**src/ps2hp_fifo.sv**
```systemverilog
// ----------------------------------------------------------------------------
// ps2hp_fifo
// Small register queue with occupancy count.
// ----------------------------------------------------------------------------
module ps2hp_fifo #(
    parameter int WIDTH = 8,
    parameter int DEPTH = 4
) (
    input  logic                       clk,
    input  logic                       rst_n,
    input  logic                       wr,
    input  logic [WIDTH-1:0]           wdata,
    input  logic                       rd,
    output logic [WIDTH-1:0]           rdata,
    output logic [$clog2(DEPTH+1)-1:0] count
);
    localparam int AW = $clog2(DEPTH);
    localparam int CW = $clog2(DEPTH+1);

    logic [WIDTH-1:0] store_reg [DEPTH];
    logic [AW-1:0]    wr_idx_reg;
    logic [AW-1:0]    rd_idx_reg;
    logic [CW-1:0]    count_reg;

    assign rdata = store_reg[rd_idx_reg];
    assign count = count_reg;

    always_ff @(posedge clk)
    begin
        if (wr)
        begin
            store_reg[wr_idx_reg] <= wdata;
        end
    end

    always_ff @(posedge clk or negedge rst_n)
    begin
        if (!rst_n)
        begin
            wr_idx_reg <= '0;
            rd_idx_reg <= '0;
            count_reg  <= '0;
        end
        else
        begin
            if (wr)
            begin
                wr_idx_reg <= wr_idx_reg + 1'b1;
            end
            if (rd)
            begin
                rd_idx_reg <= rd_idx_reg + 1'b1;
            end
            if (wr && !rd)
            begin
                count_reg <= count_reg + 1'b1;
            end
            else if (rd && !wr)
            begin
                count_reg <= count_reg - 1'b1;
            end
        end
    end
endmodule

```
**config.mk**
```make
export PLATFORM = sky130hd
export DESIGN_NAME = ps2hp_fifo
export DESIGN_NICKNAME = d
export VERILOG_FILES = /design/src/ps2hp_fifo.sv
export SDC_FILE = /design/constraint.sdc
export NUM_CORES = 1
export LEC_CHECK = 0
export BUFFER_PORTS_ARGS = -buffer_cell sky130_fd_sc_hd__buf_2
export CORE_UTILIZATION = 59
export DETAILED_ROUTE_END_ITERATION = 7
export PLACE_DENSITY = 0.81
export RECOVER_POWER = 100
export SYNTH_ARGS = -nofsm -noshare
export SYNTH_HDL_FRONTEND = slang
export SYNTH_SLANG_ARGS = --single-unit
```
**constraint.sdc**
```tcl
create_clock -name clk -period 3.1 [get_ports clk]
set_input_delay 0.155 -clock clk [delete_from_list [all_inputs] [get_ports clk]]
set_output_delay 0.155 -clock clk [all_outputs]
set_load 0.005 [all_outputs]
```
Word level (Yosys, flattened, before mapping). Memories as Yosys holds them, arrays and structs flattened. Index checks and enable logic that the tools add are counted.

Register bits: 7. RAM bits: 32. Output and inout bits: 11. Memories kept: 1.

$add $sub $neg: 4. Mux-type cells: 4. Reduce and logical (&&, ||, !) cells: 5.

Memory list: store_reg (words 4, width 8, read ports 1, clocked after memory_dff 0, write ports 1, line 20) `logic [WIDTH-1:0] store_reg [DEPTH];`.

Operators by type and width (count): 3-bit two-way mux (2); 2-bit by 1-bit adder with 2-bit output (second input constant) (2); 3-bit by 1-bit adder with 3-bit output (second input constant) (1); 3-bit by 1-bit subtractor with 3-bit output (second input constant) (1); 1-bit logical AND (2); 1-bit zero test (2); 1-bit two-way mux (2); 2-bit nonzero test (1).

Longest topological paths before layout.
Depth after elaboration: 4. Mapped depth: 7. Depth with buffers taken out: 7.

Worst setup path before layout. Ideal clock, no wire load.

Path type: reg2reg. Start: register count_reg[0], in the netlist count[0]. End: register count_reg[2], in the netlist count[2]. Library setup time: 79 ps. Data arrival time: 1219 ps. Data required time: 3021 ps. Path slack: 1801 ps. Stages on the path, launching flop included: 5. Buffers on the path: 0. Cell sequence: dfrtp_1 > fa_1 > xor2_1 > nor2_1 > xor2_1.

Word-level cells in the longest chain between the ends: 3. Elaborated cells on any way between the ends: 4. Classes of those cells: add/sub (2); mux (2).

RTL lines: start: declaration (line 23) `logic [CW-1:0] count_reg;`; start signal: assignment (line 56) `count_reg <= count_reg + 1'b1;`; start signal: assignment (line 60) `count_reg <= count_reg - 1'b1;`; 3-bit by 1-bit subtractor with 3-bit output (line 60); 3-bit two-way mux (line 58) `else if (rd && !wr)`; 3-bit two-way mux (*) (line 54) `if (wr && !rd)`.

Mark *: on every way between the ends. The rest lies on a longest branch, timed or not. The select of a mux whose other input is x is not followed. A chain may end at the register's enable or synchronous reset.

Worst setup path in the final report.
Start: register rd_idx_reg[0]. End: output port rdata[5].

Word-level cells in the longest chain between the ends: 1.

RTL lines: start: declaration (line 22) `logic [AW-1:0] rd_idx_reg;`; start signal: assignment (line 52) `rd_idx_reg <= rd_idx_reg + 1'b1;`; memory read 4 x 8 bit; end: declaration (line 14) `output logic [WIDTH-1:0] rdata,`.

Every way passes these cells.

==> flow_results.org <==
** Status
- Run status :: finished, final reports clean

** Synthesis
- Synthesized netlist cell count :: 74
- In the synthesized netlist the dominant register cell turns out to be sky130_fd_sc_hd__edfxtp_1.
- The synthesized design contains 39 register bits.
- Commonest cells post-synth :: sky130_fd_sc_hd__edfxtp_1, sky130_fd_sc_hd__mux4_2, sky130_fd_sc_hd__dfrtp_1
- YS warnings :: 0
- A synthesized cell averages 20.7 µm².
- Leading cell type by number of instances after synthesis :: sky130_fd_sc_hd__edfxtp_1
- Of the synthesized area, sequential elements account for 0.740.
- Number of enable flip-flop cells after synthesis :: 32
- Library cell with the largest summed area after synthesis :: sky130_fd_sc_hd__edfxtp_1
- Yosys attributes the largest share of cell area to sky130_fd_sc_hd__edfxtp_1, sky130_fd_sc_hd__mux4_2, sky130_fd_sc_hd__dfrtp_1.
- The share of synthesized area in the top cell type comes to 0.626.
- Post-synthesis instance area :: about 0.0015 mm²
- Synthesis produced a netlist with a net count of between 90 and 100.
- Async S/R FF share, synth :: 0.179
- The synthesized netlist contains 15 unique library cells.

** Setup path
- STA classifies the critical path endpoint as an output pin.
- For flop-to-flop paths, the worst setup slack is approximately 1.5 ns.
- STA puts the critical path data arrival time at approximately 1.8 ns.
- STA classifies the critical path startpoint as a register.
- Reg-to-reg critical path startpoint :: wr_idx_reg[0]
- R2r endpoint :: store_reg[0][7]
- Data on the critical path is required at its endpoint by between 2 and 3 ns.
- Largest driver fanout on the critical path :: 10
- Kind of critical path :: register to output pin
- Length in cells of the worst reg-to-reg path :: 3

** STA
- Max Transition Viols Final :: 0
- Dividing the final minimum period by the clock period gives 0.627.
- Final number of setup-violating endpoints :: 0
- Worst setup slack after layout :: approximately 1.2 ns
- Worst setup skew after layout :: 0.0117 ns
- Headroom to the max-slew limit came out at 0.597.
- Fin Hold WS :: 0.0301 ns
- Hold Fails Final Rpt :: 0
- Highest achievable clock rate :: ~500 MHz
- Measured slew at the worst slew-check pin :: 0.603 ns
- Unrepaired setup endpoints after global routing :: no
- Setup_tns :: 0 ns
- Post-layout min period :: 1.94 ns

** Drt
- Detailed-routing iteration count for the pre-antenna-repair pass :: 4
- Total number of vias :: slightly above 700
- 1st-iter DRT viols :: 13
- Via count normalized by instance count :: around 5.4
- After detailed routing, the total wire length is around 2300 µm.
- Routed len/inst :: about 17 µm
- For this run, design rule violations remaining after detail routing come to 0.
- Antenna viol nets, final :: 0

** Power
- Final Total Pwr :: between 1000 and 1500 µW
- For this design the static power due to leakage is around 0.00062 µW.
- Dividing total power by cell area gives a power density of approximately 840 mW/mm².
- Worst VDD drop :: about 650 µV

** Placed design
- Dpl ws :: roughly 1.5 ns
- Weighted congestion reported at the end of routability-driven placement :: around 0.64
- After detailed placement, the total cell area comes to around 0.0017 mm².
- Buffers on Ports :: 22
- Hpwl dp :: around 1500 µm

** Floorplan
- 23 I/O pins were placed.
- Row generation in the floorplan step produced 18 rows.
- Die Span Y :: about 53 µm
- The die is 53.0 µm wide.
- The floorplan step defined a core boundary enclosing 0.00248 mm².
- The initial utilization of the core area, before any placement, comes to 0.620.
- Die Outline Area :: roughly 0.0028 mm²

** GRT
- Total track usage :: 0.208
- The total overflow left after global routing is 0.
- The number of antenna violations at the first check in global routing is 0.
- The via count of the first global-routing pass is a little under 800.
- Wire length of the first global-routing pass :: 3550 µm
- Entering global routing, the biggest net connects 13 pins.

** Clock network
- The tree is rooted in a sky130_fd_sc_hd__clkbuf_4.
- Clock tree from TritonCTS :: done
- Number of hold buffers added after cts :: 1
- Clock latency on the worst-skew pair, taken at its later pin, is 0.33 ns.
- Post-CTS setup buffer count :: 0
- Clock-pin slew on the worst setup and hold paths :: approximately 0.11 ns
- In this run the deepest clock path goes through 2 buffers.
- The number of gates resized after CTS was 0.
- In this run, CTS created clock tree buffers numbering 5.
- H-Tree Depth :: 2
- Clock tree synthesis found a total of 39 sinks.

** Layout
- After routing the design area is around 0.0017 mm².
- Fraction of layout instances using a drive strength above 1 :: 0.231
- Relative area change from synthesis to final layout :: 12.6%
- The net count of the finished layout is 121.
- The register with the most flip-flops in the layout has 32 of them.
- 0 antenna diodes ended up in the layout.

** Worst hold path
- End point of the worst hold path :: rd_idx_reg[0]
- The worst hold path begins at rd.
- Class of the tightest hold or removal check :: input port to register
- Counting instances, the worst hold path has a depth of 2.

** Run
- Number of violations of the max-capacitance limit :: 0
[power breakdown]
part	leakage [µW]	internal, µW	switching (µW)
Clock	0.0000353	110	148
Sequential	0.000376	702	112
Combinational	0.000213	219	160
[logic make-up (layout without fill, tap and decap cells)]
family,after synthesis,after routing,synth area share
xor+xnor,6,6,0.0342
compound gates,1,1,0.00326
mux,9,9,0.125
fa+ha+maj,6,6,0.0538
buf+inv,6,36,0.0204
simple gates,7,7,0.0236
flops,39,39,0.740
[critical path: stages (launching register included)]
cell and delay (ns):
sky130_fd_sc_hd__dfrtp_1 0.73, sky130_fd_sc_hd__mux4_2 0.58, sky130_fd_sc_hd__buf_2 0.14
[per-stage QoR]
step,util,std cells
3_3_place_gp,0.673,124
3_5_place_dp,0.673,124
5_1_grt,0.698,134
2_1_floorplan,-,74
4_1_cts,0.701,133
6_report,0.698,134
[final cells by class]
class                           instances  area [µm²]
Sequential cell                        39        1140
Clock buffer                            7        55.1
Fill cell                             175         748
Multi-Input combinational cell         29         368
Clock inverter                          1        5.00
Inverter                                4        15.0
Timing Repair Buffer                   24         113
Tap cell                               30        37.5
[cell usage in the layout, fill, tap and decap left out, types with 2 or more instances in the layout]
| cell type | instances |
|---|---|
| sky130_fd_sc_hd__buf_2 | 8 |
| sky130_fd_sc_hd__xor2_1 | 4 |
| sky130_fd_sc_hd__nand2_1 | 2 |
| sky130_fd_sc_hd__ha_1 | 5 |
| sky130_fd_sc_hd__inv_1 | 4 |
| sky130_fd_sc_hd__dlygate4sd3_1 | 2 |
| sky130_fd_sc_hd__clkbuf_1 | 15 |
| sky130_fd_sc_hd__and2_0 | 4 |
| sky130_fd_sc_hd__edfxtp_1 | 32 |
| sky130_fd_sc_hd__xnor2_1 | 2 |
| sky130_fd_sc_hd__clkbuf_4 | 5 |
| sky130_fd_sc_hd__mux4_2 | 8 |
| sky130_fd_sc_hd__dfrtp_1 | 7 |
[how the worst max path moves through the flow]
stage | from | endpoint | slack (ns) | cells after the start
2_1_floorplan | count[0] | count[2] | 1.80 | 4
3_3_place_gp | rd_idx_reg[0] | rdata[5] | 1.51 | 2
3_5_place_dp | rd_idx_reg[0] | rdata[5] | 1.51 | 2
4_1_cts | rd_idx_reg[0] | rdata[5] | 1.11 | 2
5_1_grt | rd_idx_reg[0] | rdata[7] | 1.03 | 2
6_report | rd_idx_reg[0] | rdata[5] | 1.16 | 2
[routing by layer]
metal,part of all wire,GRT usage,vias up
met4,0.013,0.118,0
li1,-,-,337
met2,0.57,0.348,20
met3,0.041,0.0862,2
met5,0,0,-
met1,0.38,0.217,361
No activity file was read; power rests on OpenSTA's default activity.
