`src/ps2hp_pkg.sv`:
```
// ----------------------------------------------------------------------------
// ps2hp_pkg
// Shared types and constants for the PS/2 host port with receive ring.
// ----------------------------------------------------------------------------
package ps2hp_pkg;

    localparam int          DEFAULT_BUFFER_DEPTH = 1024;
    localparam int          QUEUE_DEPTH          = 4;
    localparam logic [15:0] INHIBIT_RESET        = 16'd1600;
    localparam logic [3:0]  FRAME_BITS           = 4'd11;
    localparam logic [3:0]  TX_DATA_BITS         = 4'd10;
    localparam logic [9:0]  AVAIL_MAX            = 10'd1023;

    typedef struct packed {
        logic       store;
        logic [7:0] frame_data;
        logic       send_done;
        logic       rreq;
        logic       rrep;
        logic       clk_low;
        logic       dat_low;
    } ps2hp_cmd_t;

    typedef struct packed {
        logic       clk_drive_low;
        logic       dat_drive_low;
        logic       read_valid;
        logic [7:0] read_byte;
        logic       word_received;
        logic       send_done;
        logic [9:0] bytes_available;
    } ps2hp_res_t;

endpackage

```
`src/ps2hp_front.sv`:
```
// ----------------------------------------------------------------------------
// ps2hp_front
// Line sequencer: receive shifting, send inhibit and bit drive per item.
// ----------------------------------------------------------------------------
module ps2hp_front (
    input  logic                  clk,
    input  logic                  rst_n,
    input  logic                  cfg_write,
    input  logic [15:0]           cfg_data,
    input  logic                  accept,
    input  logic                  clk_level,
    input  logic                  dat_level,
    input  logic                  send_request,
    input  logic [7:0]            send_byte,
    input  logic                  read_request,
    input  logic                  read_reply,
    output ps2hp_pkg::ps2hp_cmd_t cmd
);
    import ps2hp_pkg::*;

    typedef enum logic [2:0] {
        RX_LOW,
        RX_HIGH,
        TX_INH,
        TX_LOW,
        TX_HIGH
    } phase_t;

    phase_t      phase_reg, phase_next;
    logic [3:0]  bit_count_reg, bit_count_next;
    logic [10:0] rx_shift_reg, rx_shift_next;
    logic [9:0]  tx_shift_reg, tx_shift_next;
    logic [15:0] inhibit_count_reg, inhibit_count_next;
    logic        pending_reg, pending_next;
    logic        clk_low_reg, clk_low_next;
    logic        dat_low_reg, dat_low_next;
    logic [15:0] inhibit_ticks_reg;
    logic [3:0]  bit_inc;
    logic        store;
    logic        done;

    assign bit_inc = bit_count_reg + 4'd1;

    always_comb
    begin
        phase_next         = phase_reg;
        bit_count_next     = bit_count_reg;
        rx_shift_next      = rx_shift_reg;
        tx_shift_next      = tx_shift_reg;
        inhibit_count_next = inhibit_count_reg;
        pending_next       = pending_reg;
        clk_low_next       = clk_low_reg;
        dat_low_next       = dat_low_reg;
        store              = 1'b0;
        done               = 1'b0;

        if (send_request && (phase_reg == RX_LOW || phase_reg == RX_HIGH))
        begin
            tx_shift_next = {1'b1, ~^send_byte, send_byte};
            pending_next  = 1'b1;
        end

        case (phase_reg)
            RX_LOW:
            begin
                if (pending_next)
                begin
                    pending_next       = 1'b0;
                    rx_shift_next      = '0;
                    bit_count_next     = '0;
                    clk_low_next       = 1'b1;
                    inhibit_count_next = inhibit_ticks_reg;
                    phase_next         = TX_INH;
                end
                else if (!clk_level)
                begin
                    rx_shift_next = {dat_level, rx_shift_reg[10:1]};
                    phase_next    = RX_HIGH;
                end
            end
            RX_HIGH:
            begin
                if (clk_level)
                begin
                    if (bit_inc >= FRAME_BITS)
                    begin
                        store          = 1'b1;
                        bit_count_next = '0;
                        rx_shift_next  = '0;
                    end
                    else
                    begin
                        bit_count_next = bit_inc;
                    end
                    phase_next = RX_LOW;
                end
            end
            TX_INH:
            begin
                if (inhibit_count_reg <= 16'd1)
                begin
                    inhibit_count_next = '0;
                    dat_low_next       = 1'b1;
                    clk_low_next       = 1'b0;
                    bit_count_next     = '0;
                    phase_next         = TX_LOW;
                end
                else
                begin
                    inhibit_count_next = inhibit_count_reg - 16'd1;
                end
            end
            TX_LOW:
            begin
                if (!clk_level)
                begin
                    if (bit_count_reg < TX_DATA_BITS)
                    begin
                        dat_low_next = ~tx_shift_reg[0];
                    end
                    phase_next = TX_HIGH;
                end
            end
            TX_HIGH:
            begin
                if (clk_level)
                begin
                    tx_shift_next = {1'b0, tx_shift_reg[9:1]};
                    if (bit_inc >= FRAME_BITS)
                    begin
                        bit_count_next = '0;
                        rx_shift_next  = '0;
                        dat_low_next   = 1'b0;
                        clk_low_next   = 1'b0;
                        done           = 1'b1;
                        phase_next     = RX_LOW;
                    end
                    else
                    begin
                        bit_count_next = bit_inc;
                        phase_next     = TX_LOW;
                    end
                end
            end
            default:
            begin
                phase_next = RX_LOW;
            end
        endcase

        cmd.store      = store;
        cmd.frame_data = rx_shift_reg[8:1];
        cmd.send_done  = done;
        cmd.rreq       = read_request;
        cmd.rrep       = read_reply;
        cmd.clk_low    = clk_low_next;
        cmd.dat_low    = dat_low_next;
    end

    always_ff @(posedge clk or negedge rst_n)
    begin
        if (!rst_n)
        begin
            phase_reg         <= RX_LOW;
            bit_count_reg     <= '0;
            rx_shift_reg      <= '0;
            tx_shift_reg      <= '0;
            inhibit_count_reg <= '0;
            pending_reg       <= 1'b0;
            clk_low_reg       <= 1'b0;
            dat_low_reg       <= 1'b0;
            inhibit_ticks_reg <= INHIBIT_RESET;
        end
        else
        begin
            if (cfg_write)
            begin
                inhibit_ticks_reg <= cfg_data;
            end
            if (accept)
            begin
                phase_reg         <= phase_next;
                bit_count_reg     <= bit_count_next;
                rx_shift_reg      <= rx_shift_next;
                tx_shift_reg      <= tx_shift_next;
                inhibit_count_reg <= inhibit_count_next;
                pending_reg       <= pending_next;
                clk_low_reg       <= clk_low_next;
                dat_low_reg       <= dat_low_next;
            end
        end
    end
endmodule

```
`config.mk`:
```
export PLATFORM = sky130hd
export DESIGN_NAME = ps2hp_front
export DESIGN_NICKNAME = d
export VERILOG_FILES = /design/src/ps2hp_pkg.sv /design/src/ps2hp_front.sv
export SDC_FILE = /design/constraint.sdc
export NUM_CORES = 1
export LEC_CHECK = 0
export BUFFER_PORTS_ARGS = -buffer_cell sky130_fd_sc_hd__buf_2
export CAP_MARGIN = 25
export CORE_ASPECT_RATIO = 2
export CORE_UTILIZATION = 40
export DETAILED_ROUTE_END_ITERATION = 10
export PLACE_DENSITY = 0.68
export REMOVE_ABC_BUFFERS = 1
export SLEW_MARGIN = 0
export SYNTH_ARGS = -nofsm -noshare
export SYNTH_HDL_FRONTEND = slang
export SYNTH_SLANG_ARGS = --single-unit
```
`constraint.sdc`:
```
create_clock -name clk -period 1.9 [get_ports clk]
set_input_delay 0.095 -clock clk [delete_from_list [all_inputs] [get_ports clk]]
set_output_delay 0.095 -clock clk [all_outputs]
set_load 0.02 [all_outputs]
```
### Word-level counts from Yosys, hierarchy flattened

Index checks and enable logic that the tools add are counted.
Widths: inputs -> output; s select.

| word-level totals | value |
|---|---|
| input port bits | 33 |
| bits in latches | 0 |
| RAM bits | 0 |
| ROM bits | 0 |
| logic and storage cells | 80 |
| memories | 0 |
| output and inout port bits | 14 |
| bits in registers | 63 |

| operators by class | value |
|---|---|
| shifts and indexed selects | 0 |
| multipliers | 0 |
| order comparisons | 3 |
| eq/ne operators | 12 |
| multiplexer cells | 41 |
| divide/modulo/power cells | 0 |
| bitwise gates (word level) | 1 |
| reduce and logical (&&, ||, !) cells | 12 |
| add/sub/neg operators | 2 |

Operator list:

| cell | count |
|---|---|
| $mux 11 | 4 |
| $mux 16 | 2 |
| $pmux 16 s2 | 1 |
| $mux 10 | 3 |
| $pmux 11 s2 | 1 |
| $mux 3 | 6 |
| $le 16x1->1 const B | 1 |
| $mux 4 | 4 |
| $sub 16x1->16 const B | 1 |
| $mux 1 | 15 |
| $pmux 3 s5 | 1 |
| $pmux 4 s3 | 1 |
| $reduce_and 5->1 | 2 |
| $ne 2x2->1 const B | 4 |
| $reduce_xnor 8->1 | 1 |
| $eq 3x2->1 const B | 2 |
| $ne 2x1->1 const B | 3 |
| $pmux 1 s3 | 2 |
| $reduce_and 6->1 | 1 |
| $add 4x1->4 const B | 1 |
| $ge 4x4->1 const B | 1 |
| $lt 4x4->1 const B | 1 |
| $reduce_bool 2->1 | 2 |
| $eq 3x1->1 const B | 1 |
| other kinds (10) | 10 |

### Logic depth before layout (Yosys ltp)

Gate-level depths: netlist of the first run.

| depth | value |
|---|---|
| depth in word-level cells | 6 |
| gate-level depth with buffers | 9 |

### Worst setup path after synthesis of the first run

Ideal clock, no wire load.

| timing path | value |
|---|---|
| kind | register to output |
| start point | register inhibit_count_reg[2] |
| end point | output port cmd[1] (netlist name) |
| arrival | 1.909 ns |
| required time | 1.805 ns |
| cell stages (with the launch flop) | 8 |
| setup slack | -0.104 ns |
| cell sequence | dfrtp_1 > or4_4 > nor3_4 > a21o_2 > buf_6 > nand2_1 > o22a_1 > buf_4 |

| between the ends | value |
|---|---|
| word-level cells in the longest chain between the ends | 3 |

Ends and longest elaborated chain:

| item | RTL line | source |
|---|---|---|
| from (decl) | ps2hp_front.sv:33 | `logic [15:0] inhibit_count_reg, inhibit_count_next;` |
| from (signal assigned) | ps2hp_front.sv:186 | `inhibit_count_reg <= inhibit_count_next;` |
| $le 16x1->1 | ps2hp_front.sv:100 | `if (inhibit_count_reg <= 16'd1)` |
| $mux 1 | ps2hp_front.sv:100 |  |
| $pmux 1 s3 | ps2hp_front.sv:63 | `case (phase_reg)` |
| to (decl) | ps2hp_front.sv:17 | `output ps2hp_pkg::ps2hp_cmd_t cmd` |

Every way passes these cells.

==> results.toml, run 1 <==
[status]
status = "complete, but fails checks"
violations = "setup timing"

[synthesis]
synth_cells = 371
synthFlopType = "dfrtp_1"
syn_avg_cell_area_um2 = 9.30
ys_seq_elements = 62
async_flop_share = 1.00
synth_warnings = 0
netlist_area_um2 = 3450
synth-edff-count = 0
ys_seq_area_frac = 0.451
ys_types = 56

[sta]
min_period_ns = 2.16
skew_ns = 0.00501
period_share = 1.14
setup_ws_ns = -0.260
hold_slack_ns = 0.0110
relSlewSlack = 0.695
rsz0062_at_grt = "true"
maxSlewViolCount = 0
final-setup-viol-count = 21
hold_violations = 0
tightest_slew_ns = 0.457
max_freq_ghz = 0.463

[floorplanning]
io_pins = 47
dieWidth_um = 67.7
core_um2 = 8290
initial_core_util = 0.416
dieArea_um2 = 9020
rows = 47
die_h_um = 133

[power_and_ir_drop]
p_comb_frac = 0.479
p_clk_frac = 0.228
p_int_mw = 4.48
leakagePower_nw = 2.09
power_switching_mw = 2.69
peakVddDrop_uv = 778
switching_share = 0.375
p_seq_frac = 0.293
total_power_mw = 7.18
cellPowerDensity_nw_per_um2 = 1500

[global_route]
grt_max_degree = 63
grt_pass1_vias = 3337
gr-total-overflow = 0
grt_pass1_wl_mm = 15.2
grt_usage = 0.226
antenna_found_initial = 0

[detailed_routing]
drt_iter0_markers = 145
vias = 3258
ant_nets = 0
wl_per_cell_um = 16.3
remaining_drc_errors = 0
drt-total-wl_mm = 9.36
viasPerCell = 5.68
drt_pass1_iterations = 4

[finish]
finalInstanceArea_um2 = 4780
fin_cells = 574
final_cell_mix = "58 x dfrtp_1, 58 x buf_4, 39 x nand2_1"
syn2layout_area_growth_pct = 38.4
drive_gt1_frac = 0.368
fin_nets = 508
diodes = 0
fin_util = 0.576

[clock_network]
clock_latency_ns = 0.33
cts_tree = "built"
cts_root_buffer = "clkbuf_16"
cts_inserted_buffers = 9
cts.sinks = 62
htreeDepth = 3
clk_pin_slew_ns = 0.05
cts_buffer_depth = 2

[placed_design]
detailed_place_hpwl_mm = 6.44
port_buffers = 42
dp_cells = 532
place.gp.congestion = 0.840
placed_area_um2 = 4020

[setup_path]
crit_type = "reg -> out"
critPathSlowestCell = "or4_4"
crit_arrival_ns = 2.06
worstPathBufferInverterCount = 1
cp-end-kind = "output pin"
path_max_fanout = 3
critical-path-max-stage-delay_ns = 0.56
crit_path_cell_trace = "or4_4, nor3_4, a21o_4, nand2_2, o22a_1, buf_6"
critPathLaunchType = "flop"
crit_family = "simple AND/OR/NAND/NOR gates"
cp.required_ns = 1.80

[job]
maxCapViolations = 0

[hold_path]
min_path_type = "in -> reg"
repair_timing:
action                     in CTS  in global routing
hold endpoints to repair       74                  0
buffers inserted                6                  3
setup endpoints to repair      14                 34
pin swaps                      12                  4
hold buffers                   16                  0
resized for setup              33                 25
cloned                          0                  1
Yosys cell counts (2+ instances only):
cell type	n	share of area
or3_1	5	0.0091
mux2_2	16	0.052
nand2b_1	4	0.0073
o211ai_1	3	0.0065
a22oi_1	5	0.011
buf_2	5	0.0073
and3_1	2	0.0036
nand4_1	2	0.0036
a211o_1	2	0.0051
nor2_1	25	0.027
nor3_1	15	0.022
nand3_1	5	0.0073
o311ai_0	4	0.010
or4_1	3	0.0065
dfrtp_1	59	0.43
o21ai_0	28	0.041
o22a_1	3	0.0076
o22ai_1	12	0.022
buf_4	14	0.030
a31oi_1	2	0.0036
clkbuf_1	15	0.016
nor3b_1	2	0.0044
and2_1	6	0.011
a22o_1	5	0.013
dfstp_2	3	0.023
o2bb2ai_1	4	0.010
o31ai_1	6	0.013
nand2_1	40	0.044
nor2b_1	3	0.0054
a32oi_1	3	0.0076
nor4_1	2	0.0036
inv_1	9	0.0098
ha_1	4	0.015
a21oi_1	24	0.035
xnor2_1	9	0.023
a211oi_1	2	0.0044
metrics by stage:
step	setup WS (ns)	TNS, ns
finish	-0.260	-1.06
global route	-0.331	-3.40
CTS	-0.226	-0.994
detailed placement	-0.191	-0.727
global placement	-0.0860	-0.417
floorplan	-0.170	-2.17
power by group through the flow:
stage / logic, mW / clock network [mW] / registers (mW)
3_3_place_gp: 2.77 / 0 / 2.08
4_1_cts: 3.17 / 1.68 / 2.08
6_report: 3.44 / 1.63 / 2.10
3_5_place_dp: 2.85 / 0 / 2.10
5_1_grt: 3.73 / 1.73 / 2.16
2_1_floorplan: 1.47 / 0 / 2.13
cell type report:
cell class	count	area (um^2)
flip-flops and latches	62	1560
fillers	698	3520
inverters	9	36.3
clock buffers	12	256
repair buffers	125	958
multi-input cells	264	1800
well taps	98	123
clock inverters	4	45.0
final timing paths:
| check | start | endpoint | slack (ns) | cells after the start |
|---|---|---|---|---|
| setup / recovery | inhibit_count_reg[15] | cmd[1] | -0.26 | 6 |
| hold / removal | cfg_data[12] | inhibit_ticks_reg[12] | 0.01 | 2 |
| setup reg to reg | inhibit_count_reg[15] | inhibit_count_reg[5] | -0.07 | 6 |
| hold reg to reg | rx_shift_reg[1] | rx_shift_reg[1] | 0.48 | 2 |
| max in group asynchronous | rst_n | inhibit_ticks_reg[9] | 1.27 | 3 |
| min in group asynchronous | rst_n | inhibit_ticks_reg[0] | 0.30 | 3 |
routing by layer:
| layer | vias up | GRT usage | part of all wire |
|---|---|---|---|
| met5 | - | 0 | 0 |
| li1 | 1534 | - | - |
| met2 | 95 | 0.416 | 0.57 |
| met1 | 1603 | 0.222 | 0.36 |
| met3 | 26 | 0.0462 | 0.036 |
| met4 | 0 | 0.115 | 0.036 |
cell families after synthesis:
family / count (synthesis) / share of synthesized area
simple gates: 121 / 0.175
compound gates: 114 / 0.217
flops: 62 / 0.451
buf+inv: 45 / 0.0682
mux: 16 / 0.0522
xor+xnor: 9 / 0.0229
fa+ha+maj: 4 / 0.0145
worst register-to-register path: cells and delay by family (launching register included):
family / cells / cell delay (ns)
AOI/OAI and AO/OA: 3 / 0.51
buffers and inverters: 1 / 0.20
DFF: 1 / 0.40
and+or+nand+nor: 2 / 0.75
Power figures use the tool's default switching activity.
==> inputs of run 2 (changes only) <==
--- a/config.mk
+++ b/config.mk
@@ -10,8 +10,8 @@
 export CORE_ASPECT_RATIO = 2
 export CORE_UTILIZATION = 40
 export DETAILED_ROUTE_END_ITERATION = 10
+export GPL_ROUTABILITY_DRIVEN = 0
 export PLACE_DENSITY = 0.68
-export REMOVE_ABC_BUFFERS = 1
 export SLEW_MARGIN = 0
 export SYNTH_ARGS = -nofsm -noshare
 export SYNTH_HDL_FRONTEND = slang
==> results.toml, run 2 (synthesized netlist as in run 1, its figures left out) <==
[clock_network]
htreeDepth = 3
clk_pin_slew_ns = 0.05
cts_buffer_depth = 2
cts_root_buffer = "clkbuf_16"
cts.sinks = 62
cts_tree = "built"
clock_latency_ns = 0.33
cts_inserted_buffers = 9

[detailed_routing]
drt_pass1_iterations = 4
viasPerCell = 5.68
remaining_drc_errors = 0
drt_iter0_markers = 183
vias = 3311
drt-total-wl_mm = 9.84
ant_nets = 0
wl_per_cell_um = 16.9

[setup_path]
cp.required_ns = 1.80
crit_type = "reg -> out"
critPathLaunchType = "flop"
path_max_fanout = 3
crit_arrival_ns = 2.11
cp-end-kind = "output pin"

[status]
violations = "setup timing"
status = "complete, but fails checks"

[sta]
hold_slack_ns = 0.00905
max_freq_ghz = 0.454
rsz0062_at_grt = "true"
skew_ns = 0.00520
period_share = 1.16
final-setup-viol-count = 26
hold_violations = 0
min_period_ns = 2.20
setup_ws_ns = -0.303
maxSlewViolCount = 0
tns_ns = -1.65
relSlewSlack = 0.731
tightest_slew_ns = 0.402

[finish]
diodes = 0
fin_nets = 517
final_cell_mix = "67 x buf_4, 58 x dfrtp_1, 39 x nand2_1"
fin_util = 0.593
layout_commonest_cell = "buf_4"
syn2layout_area_growth_pct = 42.6
nFillCells = 703
drive_gt1_frac = 0.408
finalInstanceArea_um2 = 4920
multi_input_area_um2 = 1910
seq_area_um2 = 1560

[job]
maxCapViolations = 0

[placed_design]
detailed_place_hpwl_mm = 6.64
placed_area_um2 = 4040
port_buffers = 42

[power_and_ir_drop]
cellPowerDensity_nw_per_um2 = 1520
leakagePower_nw = 2.13
total_power_mw = 7.46
peakVddDrop_uv = 1030

[floorplanning]
dieArea_um2 = 9020
core_um2 = 8290
initial_core_util = 0.416
die_h_um = 133
dieWidth_um = 67.7
io_pins = 47
rows = 47

[global_route]
grt_pass1_vias = 3304
top_usage_layer = "met2"
met2_usage = 0.393
antenna_found_initial = 0
gr-total-overflow = 0
use_met3 = 0.0497
grt_pass1_wl_mm = 15.2
grt_usage = 0.228
grt_max_degree = 50
grt_util_met1 = 0.228

[synthesis]
syn_nets = 408

[hold_path]
min_path_type = "in -> reg"
-- run 2: changes by cell type in the layout (fill, tap and decap cells not counted), sizes merged --
cell    before  now
buf        108  117
clkbuf      13   15
clkinv       3    2
bufinv       1    0
-- run 2: cell type report --
type                    count  area share
inverters                   9     0.00738
repair buffers            134       0.209
flip-flops and latches     62       0.316
multi-input cells         264       0.389
clock inverters             2     0.00204
clock buffers              14      0.0516
well taps                  98      0.0249
-- run 2: metrics by stage --
stage                     setup slack, ns  instances
after floorplan                    0.0138        371
after global placement            -0.0312        534
after detailed placement           -0.108        534
after CTS                          -0.240        577
after global routing               -0.379        583
final                              -0.303        583
-- run 2: final timing paths --
path	startpoint	endpoint	slack, ns	depth (start not counted)
worst max-delay path	bit_count_reg[0]	cmd[1]	-0.30	8
worst max register to register	bit_count_reg[0]	clk_low_reg	-0.22	10
worst min register to register	rx_shift_reg[1]	rx_shift_reg[1]	0.48	2
worst min-delay path	cfg_data[5]	inhibit_ticks_reg[5]	0.009	2
max in group asynchronous	rst_n	inhibit_ticks_reg[9]	1.07	3
min in group asynchronous	rst_n	inhibit_ticks_reg[15]	0.20	2
-- run 2: worst max-delay path, stage by stage (launching register included) --
cell     delay, ns
dfrtp_1       0.38
buf_6         0.13
buf_6         0.10
and4_1        0.16
a211o_1       0.28
o31ai_2       0.29
nand2_2       0.11
o22a_1        0.19
buf_6         0.14
-- run 2: what timing repair did --
action | in CTS | in global routing
endpoints found under the setup margin | 16 | 36
gates resized for setup | 34 | 52
hold buffers | 16 | 0
gates cloned | 1 | 1
hold endpoints to repair | 28 | 0
setup buffers | 10 | 6
pin swaps | 10 | 24
-- run 2: power breakdown --
group	total [mW]	internal [mW]	switching, mW
Combinational	3.94	1.92	2.03
Sequential	2.06	1.74	0.319
Clock	1.46	0.913	0.550
-- run 2: layer usage --
metal / vias up / share of wire
met3: 34 / 0.038
met5: - / 0
met4: 0 / 0.045
met1: 1614 / 0.36
met2: 100 / 0.56
li1: 1563 / -
==> inputs of run 3 (changes only) <==
--- a/config.mk
+++ b/config.mk
@@ -11,6 +11,7 @@
 export CORE_UTILIZATION = 40
 export DETAILED_ROUTE_END_ITERATION = 10
 export GPL_ROUTABILITY_DRIVEN = 0
+export HOLD_SLACK_MARGIN = 0.02
 export PLACE_DENSITY = 0.68
 export SLEW_MARGIN = 0
 export SYNTH_ARGS = -nofsm -noshare
==> results.toml, run 3 (synthesized netlist as in run 1, its figures left out) <==
[clock_network]
clock_latency_ns = 0.33
cts_buffer_depth = 2
cts_inserted_buffers = 9
clk_pin_slew_ns = 0.05
cts_tree = "built"
cts_root_buffer = "clkbuf_16"
cts.sinks = 62
htreeDepth = 3

[floorplanning]
dieWidth_um = 67.7
io_pins = 47
rows = 47
dieArea_um2 = 9020
core_um2 = 8290
initial_core_util = 0.416
die_h_um = 133

[sta]
rsz0062_at_grt = "true"
maxSlewViolCount = 0
skew_ns = 0.00558
final-setup-viol-count = 25
max_freq_ghz = 0.453
period_share = 1.16
hold_violations = 0
relSlewSlack = 0.733
setup_ws_ns = -0.306
tightest_slew_ns = 0.400
min_period_ns = 2.21

[finish]
nFillCells = 702
layout_commonest_cell = "buf_4"
diodes = 0
final_cell_mix = "67 x buf_4, 58 x dfrtp_1, 39 x nand2_1"
syn2layout_area_growth_pct = 42.9
drive_gt1_frac = 0.407
fin_nets = 518

[setup_path]
critical-path-max-stage-delay_ns = 0.38
reg2regPathDepth = 10
critPathSlowestCell = "dfrtp_1"
critPathLaunchType = "flop"
crit_arrival_ns = 2.11
cp-end-kind = "output pin"
crit_top_cell = "buf_6"
crit_type = "reg -> out"
crit_path_cell_trace = "buf_6, buf_6, and4_1, a211o_1, o31ai_2, nand2_2, o22a_1, buf_6"
cp.required_ns = 1.80
path_max_fanout = 3

[global_route]
gr-total-overflow = 0
grt_pass1_vias = 3310
grt_pass1_wl_mm = 15.2
antenna_found_initial = 0
grt_usage = 0.228
grt_max_degree = 50

[detailed_routing]
drt_iter0_markers = 161
drt-total-wl_mm = 9.81
ant_nets = 0
viasPerCell = 5.61
vias = 3277
wl_per_cell_um = 16.8
remaining_drc_errors = 0
drt_pass1_iterations = 4

[status]
status = "complete, but fails checks"
violations = "setup timing"

[job]
maxCapViolations = 0

[hold_path]
min_path_type = "in -> reg"
hold_depth = 3

[power_and_ir_drop]
leakagePower_nw = 2.14
cellPowerDensity_nw_per_um2 = 1510
total_power_mw = 7.46
peakVddDrop_uv = 1030

[placed_design]
preCtsSetupSlack_ns = -0.108
port_buffers = 42
detailed_place_hpwl_mm = 6.64

[synthesis]
syn_nets = 408
-- run 3: metal layers --
layer / GRT usage / vias up / part of all wire
li1: - / 1563 / -
met1: 0.229 / 1593 / 0.36
met2: 0.393 / 88 / 0.56
met3: 0.0497 / 33 / 0.035
met4: 0.163 / 0 / 0.043
met5: 0 / - / 0
-- run 3: where the power goes --
group | switching (mW) | internal [mW]
clock network | 0.551 | 0.913
registers | 0.319 | 1.74
logic | 2.02 | 1.92
-- run 3: worst max-delay path, delay by kind of cell (launching register included) --
family | cells | cell delay [ns]
AND/OR/NAND/NOR | 2 | 0.27
AO/OA/AOI/OAI | 3 | 0.75
buffers and inverters | 3 | 0.37
flip-flops | 1 | 0.38
-- run 3: worst paths after layout --
| path | startpoint | end | slack [ns] |
|---|---|---|---|
| setup / recovery | bit_count_reg[0] | cmd[1] | -0.31 |
| hold / removal | dat_level | rx_shift_reg[10] | 0.02 |
| setup reg to reg | bit_count_reg[0] | clk_low_reg | -0.23 |
| hold reg to reg | rx_shift_reg[1] | rx_shift_reg[1] | 0.48 |
| max in group asynchronous | rst_n | inhibit_ticks_reg[9] | 1.07 |
| min in group asynchronous | rst_n | inhibit_ticks_reg[15] | 0.20 |
-- run 3: through the flow --
stage	area (um^2)	setup TNS [ns]	utilization	std cells	hold slack, ns
global placement	4040	-0.124	0.487	534	0.0119
global route	4930	-3.70	0.594	584	0.0256
floorplan	3450	0	-	371	-0.201
CTS	4670	-2.85	0.563	578	0.0279
detailed placement	4040	-0.498	0.487	534	0.0222
finish	4930	-1.61	0.594	584	0.0245
-- run 3: area by class of cell --
type | count | area (um^2) | area share
multi-input cells | 264 | 1910 | 0.388
clock buffers | 14 | 254 | 0.0515
flip-flops and latches | 62 | 1560 | 0.316
repair buffers | 135 | 1040 | 0.210
inverters | 9 | 36.3 | 0.00736
clock inverters | 2 | 10.0 | 0.00203
well taps | 98 | 123 | 0.0249
-- run 3: what timing repair did --
item                                    4_1_cts  5_1_grt
hold buffers                                 17        0
endpoints found under the hold margin        29        0
endpoints found under the setup margin       16       36
gates resized for setup                      34       52
gates cloned                                  1        1
buffers inserted                             10        6
pin swaps                                    10       24
